==> src/rtl/wmmd_pkg.sv <==
`timescale 1ns / 1ps
// Shared types and constants for the waveform min-max decimator.
// No dependencies.
package wmmd_pkg;

	localparam int MAX_CHANNELS     = 8;
	localparam int MAX_BLOCK_FRAMES = 65536;

	localparam int CH_W    = $clog2(MAX_CHANNELS);
	localparam int CNT_W   = $clog2(MAX_CHANNELS + 1);
	localparam int FRM_W   = $clog2(MAX_BLOCK_FRAMES);
	localparam int FPB_W   = 17;
	localparam int LVL_W   = 16;
	localparam int OUT_W   = 17;
	localparam int SMP_W   = 16;
	localparam int CFG_W   = 17;
	localparam int CIDX_W  = 2;

	localparam logic [CIDX_W-1:0] REG_FRAMES_PER_BLOCK  = 2'd0;
	localparam logic [CIDX_W-1:0] REG_CHANNEL_COUNT     = 2'd1;
	localparam logic [CIDX_W-1:0] REG_SAMPLE_WIDTH_MODE = 2'd2;

	localparam logic [LVL_W-1:0] SIGN_FLIP = 16'h8000;
	localparam logic [LVL_W-1:0] BYTE_MASK = 16'h00FF;

	typedef struct packed {
		logic [CH_W-1:0] ch;
		logic            first;
		logic            last_ch;
		logic            emit;
	} pos_t;

endpackage

==> src/rtl/wmmd_ctrl.sv <==
`timescale 1ns / 1ps
// Channel and frame position tracker of the min-max decimator.
// Depends on wmmd_pkg.
module wmmd_ctrl import wmmd_pkg::*; (
	input  logic             clk,
	input  logic             arst_n,
	input  logic             accept,
	input  logic             end_of_data,
	input  logic [FPB_W-1:0] frames_per_block,
	input  logic [3:0]       channel_count,
	output pos_t             pos
);

	logic [CH_W-1:0]  chan_pos_q;
	logic [FRM_W-1:0] frame_cnt_q;
	logic [FPB_W-1:0] eff_frames;
	logic [CNT_W-1:0] eff_chans;
	logic             last_frame;

	always_comb begin
		if (frames_per_block == '0) begin
			eff_frames = FPB_W'(1);
		end else if (frames_per_block > FPB_W'(MAX_BLOCK_FRAMES)) begin
			eff_frames = FPB_W'(MAX_BLOCK_FRAMES);
		end else begin
			eff_frames = frames_per_block;
		end
		if (channel_count == '0) begin
			eff_chans = CNT_W'(1);
		end else if (channel_count > 4'(MAX_CHANNELS)) begin
			eff_chans = CNT_W'(MAX_CHANNELS);
		end else begin
			eff_chans = CNT_W'(channel_count);
		end
		last_frame  = (FPB_W'(frame_cnt_q) + FPB_W'(1)) >= eff_frames;
		pos.ch      = chan_pos_q;
		pos.first   = (frame_cnt_q == '0);
		pos.last_ch = (CNT_W'(chan_pos_q) + CNT_W'(1)) >= eff_chans;
		pos.emit    = last_frame | end_of_data;
	end

	always_ff @(posedge clk or negedge arst_n) begin
		if (!arst_n) begin
			chan_pos_q  <= '0;
			frame_cnt_q <= '0;
		end else if (accept) begin
			if (pos.last_ch) begin
				chan_pos_q <= '0;
				if (pos.emit) begin
					frame_cnt_q <= '0;
				end else begin
					frame_cnt_q <= frame_cnt_q + FRM_W'(1);
				end
			end else begin
				chan_pos_q <= chan_pos_q + CH_W'(1);
			end
		end
	end

	a_wrap: assert property (@(posedge clk) disable iff (!arst_n)
		accept && pos.last_ch |=> chan_pos_q == '0)
		else $error("channel position did not wrap after last channel");
	a_restart: assert property (@(posedge clk) disable iff (!arst_n)
		accept && pos.last_ch && pos.emit |=> frame_cnt_q == '0)
		else $error("frame counter did not restart at block end");
	a_hold: assert property (@(posedge clk) disable iff (!arst_n)
		!accept |=> $stable(chan_pos_q) && $stable(frame_cnt_q))
		else $error("position moved without an item");

endmodule

==> src/rtl/waveform_minmax_decimator_unit.sv <==
`timescale 1ns / 1ps
// Top level of the waveform min-max decimator: config registers, level memory, fold stage.
// Depends on wmmd_pkg and wmmd_ctrl.
// One sample item is taken per clock while input ready is high. The per-channel min/max
// memory is read when the item is taken, the item is folded and written back from the
// fold stage, and the result sits in an output register. A result for the same
// channel as the item just ahead is forwarded round the memory, so no bubble appears.
// Input ready drops only while a result waits in the output register and the fold stage
// also holds one.
module waveform_minmax_decimator_unit import wmmd_pkg::*; (
	input  logic                    clk,
	input  logic                    arst_n,
	input  logic                    cfg_we,
	input  logic [CIDX_W-1:0]       cfg_index,
	input  logic [CFG_W-1:0]        cfg_data,
	input  logic                    in_valid,
	output logic                    in_ready,
	input  logic [SMP_W-1:0]        sample_value,
	input  logic                    end_of_data,
	output logic                    out_valid,
	input  logic                    out_ready,
	output logic [2:0]              channel_index,
	output logic signed [OUT_W-1:0] min_level,
	output logic signed [OUT_W-1:0] max_level,
	output logic                    last_in_block
);

	logic [FPB_W-1:0] frames_per_block_q;
	logic [3:0]       channel_count_q;
	logic             mode_q;

	always_ff @(posedge clk or negedge arst_n) begin
		if (!arst_n) begin
			frames_per_block_q <= FPB_W'(1);
			channel_count_q    <= 4'd1;
			mode_q             <= 1'b0;
		end else if (cfg_we) begin
			case (cfg_index)
				REG_FRAMES_PER_BLOCK:  frames_per_block_q <= cfg_data;
				REG_CHANNEL_COUNT:     channel_count_q    <= cfg_data[3:0];
				REG_SAMPLE_WIDTH_MODE: mode_q             <= cfg_data[0];
				default: ;
			endcase
		end
	end

	logic accept;
	pos_t pos;

	wmmd_ctrl u_ctrl (
		.clk              (clk),
		.arst_n           (arst_n),
		.accept           (accept),
		.end_of_data      (end_of_data),
		.frames_per_block (frames_per_block_q),
		.channel_count    (channel_count_q),
		.pos              (pos)
	);

	logic [LVL_W-1:0] level;
	assign level = mode_q ? (sample_value ^ SIGN_FLIP) : (sample_value & BYTE_MASK);

	// fold stage
	logic             valid_s1;
	pos_t             pos_s1;
	logic [LVL_W-1:0] level_s1;
	logic             byp_s1;
	logic [LVL_W-1:0] byp_min_s1, byp_max_s1;
	logic [LVL_W-1:0] rd_min_q, rd_max_q;
	logic [LVL_W-1:0] cur_min, cur_max, new_min, new_max;
	logic             s1_adv, out_free;

	logic [2*LVL_W-1:0] lvl_mem [MAX_CHANNELS];

	assign out_free = !out_valid || out_ready;
	assign s1_adv   = !pos_s1.emit || out_free;
	assign in_ready = !valid_s1 || s1_adv;
	assign accept   = in_valid && in_ready;

	always_comb begin
		cur_min = byp_s1 ? byp_min_s1 : rd_min_q;
		cur_max = byp_s1 ? byp_max_s1 : rd_max_q;
		if (pos_s1.first) begin
			new_min = level_s1;
			new_max = level_s1;
		end else begin
			new_min = (level_s1 < cur_min) ? level_s1 : cur_min;
			new_max = (level_s1 > cur_max) ? level_s1 : cur_max;
		end
	end

	always_ff @(posedge clk) begin
		if (valid_s1 && s1_adv) begin
			lvl_mem[pos_s1.ch] <= {new_min, new_max};
		end
		if (accept) begin
			{rd_min_q, rd_max_q} <= lvl_mem[pos.ch];
			pos_s1     <= pos;
			level_s1   <= level;
			byp_min_s1 <= new_min;
			byp_max_s1 <= new_max;
		end
	end

	always_ff @(posedge clk or negedge arst_n) begin
		if (!arst_n) begin
			valid_s1 <= 1'b0;
			byp_s1   <= 1'b0;
		end else if (accept) begin
			valid_s1 <= 1'b1;
			byp_s1   <= valid_s1 && (pos_s1.ch == pos.ch);
		end else if (s1_adv) begin
			valid_s1 <= 1'b0;
			byp_s1   <= 1'b0;
		end
	end

	// output register
	logic out_valid_q;
	assign out_valid = out_valid_q;

	always_ff @(posedge clk or negedge arst_n) begin
		if (!arst_n) begin
			out_valid_q <= 1'b0;
		end else if (out_free) begin
			out_valid_q <= valid_s1 && pos_s1.emit;
		end
	end

	always_ff @(posedge clk) begin
		if (out_free && valid_s1 && pos_s1.emit) begin
			channel_index <= 3'(pos_s1.ch);
			min_level     <= OUT_W'(0) - OUT_W'(new_min);
			max_level     <= OUT_W'(0) - OUT_W'(new_max);
			last_in_block <= pos_s1.last_ch;
		end
	end

	a_byp_valid: assert property (@(posedge clk) disable iff (!arst_n)
		byp_s1 |-> valid_s1)
		else $error("forwarding flag without an item in the fold stage");
	a_stall_cause: assert property (@(posedge clk) disable iff (!arst_n)
		!in_ready |-> valid_s1 && out_valid_q && !out_ready)
		else $error("input stalled without a blocked result");
	a_fold_hold: assert property (@(posedge clk) disable iff (!arst_n)
		valid_s1 && !s1_adv |=> valid_s1 && $stable(pos_s1) && $stable(level_s1))
		else $error("stalled fold stage lost its item");

endmodule

==> config.mk <==
export PLATFORM = sky130hd
export DESIGN_NAME = waveform_minmax_decimator_unit
export DESIGN_NICKNAME = d
export VERILOG_FILES = /design/src/rtl/wmmd_pkg.sv /design/src/rtl/wmmd_ctrl.sv /design/src/rtl/waveform_minmax_decimator_unit.sv
export SDC_FILE = /design/constraint.sdc
export NUM_CORES = 1
export LEC_CHECK = 0
export BUFFER_PORTS_ARGS = -buffer_cell sky130_fd_sc_hd__buf_2
export CORE_MARGIN = 2
export CORE_UTILIZATION = 40
export DETAILED_ROUTE_END_ITERATION = 10
export SYNTH_ARGS = -nofsm -noshare
export SYNTH_HDL_FRONTEND = slang
export SYNTH_HIERARCHICAL = 1
export SYNTH_SLANG_ARGS = --single-unit
==> constraint.sdc <==
create_clock -name clk -period 19.15 [get_ports clk]
set_input_delay 1.915 -clock clk [delete_from_list [all_inputs] [get_ports clk]]
set_output_delay 1.915 -clock clk [all_outputs]
set_load 0.03 [all_outputs]
==> results list <==
- Number of global-route vias before repair: ~11k
- Detailed placement finished with a half-perimeter wire length of between 20000 and 30000 µm.
* Sort of element at the start of the critical path: flip-flop
* Number of H-tree levels: 2
* Number of inserted filler cells in the final layout: a little over 4k
- Data arrives at the worst endpoint at between 5 and 6 ns.
* Global route total overflow: 0
* Number of endpoints with negative hold slack in the final report: 0
- The die covers about 49000 µm².
* Starting density of the core: between 40% and 50%
- Final #Nets: roughly 1.4k
* Maximum clock frequency: around 210 MHz
- Max-slew violation count: 0
- Dividing the detail-routed via count by the number of cells gives ~5.4.
- Maximum count of clock buffers along a single path: 3
- Pin count of the biggest net entering global routing: 76
* Number of different library cells in the post-synthesis netlist: 71
* RR Endpoint: max_level[12]
- Total clock buffers created by CTS: 46
* Area of the core: between 40000 and 50000 µm²
- Clock root buffer: sky130_fd_sc_hd__clkbuf_16
- Status: complete, but fails checks
* CP top delay family: simple AND/OR/NAND/NOR gates
* Worst path required time: between 15 and 20 ns
- For this run, the slowest stage of the critical path takes slightly below 0.6 ns.
* Net Count, Synth: 1285
- Quantity of I/O buffers inserted on ports: 80
* Depth of the most critical reg-to-reg path: 16
* Final Cycle Share: ~25%
* Relative slew margins: between 10% and 20%
- Across the VDD grid, the largest voltage drop is 68.51 µV.
- In the global route stage, overall resource usage came out at around 17%.
* Drt first pass iters: 8
* Critical Path Fanout Max: between 50 and 60
- Total number of vias: 10.45k
- After clock tree synthesis, the clock-pin slew on the worst setup and hold paths is approximately 0.06 ns.
* Number of synthesized register bits: about 420
* Area added between synthesis and finish: 13.56%
* Non-Filler Instances: 1929
- The signal on the critical path passes through buf_4, mux2_2, inv_1, ha_1, nand4_1, nor4_1, o21ai_1, a31oi_4, mux2i_1, ha_1, nand2_1, or2_1, nor3_1, mux2i_1, o21bai_1, xor2_1.
- The setup check on the worst reg-to-reg path leaves a slack of ~14 ns.
- The worst setup path is captured at a flip-flop.
- Sequential elements use 65.96% of the synthesized area.
- In this run, synthesis inferred 380 flip-flops with an integrated enable.
- For this run, the number of Yosys warnings is 6.
- For this design the total switching power over the nets is around 0.95 mW.
* Top Ports: a little over 80
- The first global-routing pass estimated around 64000 µm of wire.
- Logic depth of the worst setup path including buffers: 16
- Number of gates resized after cts: 0
- Per report_power, the clock group accounts for between 20 and 30% of the total.
* Number of buffer and inverter stages on the critical path: 2
* Final min period: 4.815 ns
- Floorplan die height: approximately 220 µm
- Per report_power, the combinational group accounts for around 28% of the total.
- Synthesis handed over a netlist of between 1k and 1.5k instances.
- Wire length after detailed routing: 42070 µm
- Flip-flop and latch area: ~13000 µm²
- Path type of the worst min-delay path: reg -> reg
- After detailed routing, the average wire length per cell comes to 21.81 µm.
- Summing every instance area after synthesis gives between 15000 and 20000 µm².
- In the final timing run, aggregate negative setup slack is 0 ns.
- Width of the die: between 200 and 250 µm
- Worst setup path start: byp_s1
* TritonCTS Sinks: about 420
* Maximum capacitance violations: 0
* DRC violation total after the first TritonRoute iteration: between 700 and 800
- Clock tree from TritonCTS: done
- Mapped Avg Cell Area: 15.98 µm²
* # hold bufs at CTS: 0
- Power per cell area: approximately 140 nW/µm²
- The initialized floorplan defines just under 80 standard-cell rows.
* Leakage dissipation: between 7 and 8 nW
- Final GP Congestion: ~0.86
* Clock latency on the worst-skew pair: about 0.58 ns
- Setup repair after global routing left no endpoint under its margin.
- Among all flip-flop cells after synthesis, the most frequent one is sky130_fd_sc_hd__edfxtp_1.
- Counting flops with an async set or reset pin after synthesis yields a share of a little over 10%.
- The number of antenna violations at the first check in global routing is 0.
- Fraction of power consumed by sequential logic: 45.0%
* Violated checks: design-rule violations
* Transition time at the pin with the least slew margin: 1.312 ns
* Final cell area excluding filler cells: around 22000 µm²
- In this run the critical register-to-register path is launched from byp_s1.
- Area of the multi-input gates: roughly 6200 µm²
- In the layout the commonest cells are sky130_fd_sc_hd__edfxtp_1 (380), sky130_fd_sc_hd__buf_2 (80), sky130_fd_sc_hd__nand2_1 (68), sky130_fd_sc_hd__mux2_2 (67), sky130_fd_sc_hd__mux4_2 (64).
* Antenna viol nets, final: 0
- Fraction of power spent switching nets: 31.15%
- The placed instances occupy a cell area of about 20000 µm².
* Master of the slowest instance on the critical path: sky130_fd_sc_hd__buf_4
- The number of placed instances, taps included, is approximately 1.8k.
- Commonest non-fill, non-tap cell in the layout: sky130_fd_sc_hd__edfxtp_1
* Capturing instance or port of the critical path: max_level[12]
- In the routed design, unresolved DRC markers number 14.
- The internal power of the cells totals between 2 and 2.5 mW.
* Share of post-route cells with drive strength above 1: approximately 26%
- Final clock skew: 0.01706 ns
- Final setup violation count: 0
- WS Path Type: reg -> reg
- After clock tree synthesis, the setup repair step added 0 buffers.
[worst reg2reg max path: cells and delay by family (launching register included)]
kind | cells | cell delay [ns]
XOR/XNOR | 1 | 0.14
buffers and inverters | 2 | 0.64
multiplexers | 3 | 0.87
AO/OA/AOI/OAI | 3 | 0.78
flip-flops | 1 | 0.34
adder cells (fa/ha/maj) | 2 | 0.65
AND/OR/NAND/NOR | 5 | 1.12
[layer usage]
layer / GRT usage, % / up-vias / share of wire (%)
li1: - / 4822 / -
met1: 24.54 / 5315 / 47
met2: 27.27 / 253 / 47
met3: 2.664 / 59 / 4.4
met4: 5.362 / 0 / 2.0
met5: 0 / - / 0
[cells by family (layout without fill, tap and decap cells)]
family	after synthesis	after routing	synth area share, %
AND/OR/NAND/NOR	266	266	7.255
adder cells (fa/ha/maj)	57	57	3.759
buffers and inverters	82	216	1.992
XOR/XNOR	54	54	2.532
AO/OA/AOI/OAI	129	129	4.445
flip-flops	424	424	65.96
other	0	1	0
multiplexers	175	175	14.05
[power groups by stage]
stage | Combinational (mW) | Clock (mW) | Sequential (mW)
4_1_cts | 0.852 | 0.862 | 1.38
5_1_grt | 0.926 | 0.896 | 1.39
3_3_place_gp | 0.833 | 0 | 1.39
2_1_floorplan | 0.633 | 0 | 1.36
6_report | 0.842 | 0.842 | 1.37
3_5_place_dp | 0.848 | 0 | 1.40
[sequential cells by signal, indices dropped and copies added (netlist names)]
signal,cells
valid_s1,1
byp_s1,1
byp_max_s1,16
min_level,17
level_s1,16
channel_count_q,4
u_ctrl/frame_cnt_q,16
frames_per_block_q,17
mode_q,1
last_in_block,1
rd_max_q,16
channel_index,3
rd_min_q,16
max_level,17
u_ctrl/chan_pos_q,3
out_valid,1
pos_s1,6
lvl_mem,256
byp_min_s1,16
[through the flow]
stage | hold slack [ns] | worst slack [ns] | util (%) | power [mW]
after CTS | 0.4538 | 14.36 | 46.17 | 3.092
after global routing | 0.4669 | 13.94 | 46.17 | 3.216
after floorplan | 0.4003 | 11.22 | - | 1.990
after global placement | 0.4069 | 14.47 | 43.12 | 2.227
final | 0.4524 | 14.33 | 46.18 | 3.058
after detailed placement | 0.4083 | 14.39 | 43.12 | 2.244
[cell usage after synthesis, types with 27 or more instances]
| cell | n | area, µm² |
|---|---|---|
| sky130_fd_sc_hd__o21ai_0 | 27 | 135.1 |
| sky130_fd_sc_hd__nor2_1 | 67 | 251.5 |
| sky130_fd_sc_hd__ha_1 | 57 | 713.2 |
| sky130_fd_sc_hd__dfrtp_1 | 42 | 1051 |
| sky130_fd_sc_hd__edfxtp_1 | 380 | 11410 |
| sky130_fd_sc_hd__mux2i_1 | 41 | 410.4 |
| sky130_fd_sc_hd__nand2_1 | 68 | 255.2 |
| sky130_fd_sc_hd__a21oi_1 | 47 | 235.2 |
| sky130_fd_sc_hd__nor3_1 | 27 | 135.1 |
| sky130_fd_sc_hd__xnor2_1 | 36 | 315.3 |
| sky130_fd_sc_hd__mux4_2 | 64 | 1441 |
| sky130_fd_sc_hd__inv_1 | 37 | 138.9 |
| sky130_fd_sc_hd__mux2_2 | 67 | 754.5 |
[how the worst min path moves through the flow]
stage	from	endpoint	slack, ns	cells after the start
after floorplan	pos_s1[1]	last_in_block	0.40	0
after global placement	pos_s1[1]	last_in_block	0.41	0
after detailed placement	pos_s1[1]	last_in_block	0.41	0
after CTS	pos_s1[1]	last_in_block	0.45	0
after global routing	pos_s1[1]	last_in_block	0.47	0
final	pos_s1[1]	last_in_block	0.45	0
[cell type report]
| cell class | instances | area share (%) |
|---|---|---|
| inverters | 37 | 0.6446 |
| well taps | 607 | 3.525 |
| clock buffers | 58 | 5.697 |
| clock inverters | 24 | 0.9118 |
| multi-input cells | 681 | 28.64 |
| repair buffers | 97 | 2.451 |
| diodes | 1 | 0.01162 |
| flip-flops and latches | 424 | 58.12 |
Note: power is estimated with default switching activity, not from simulation.
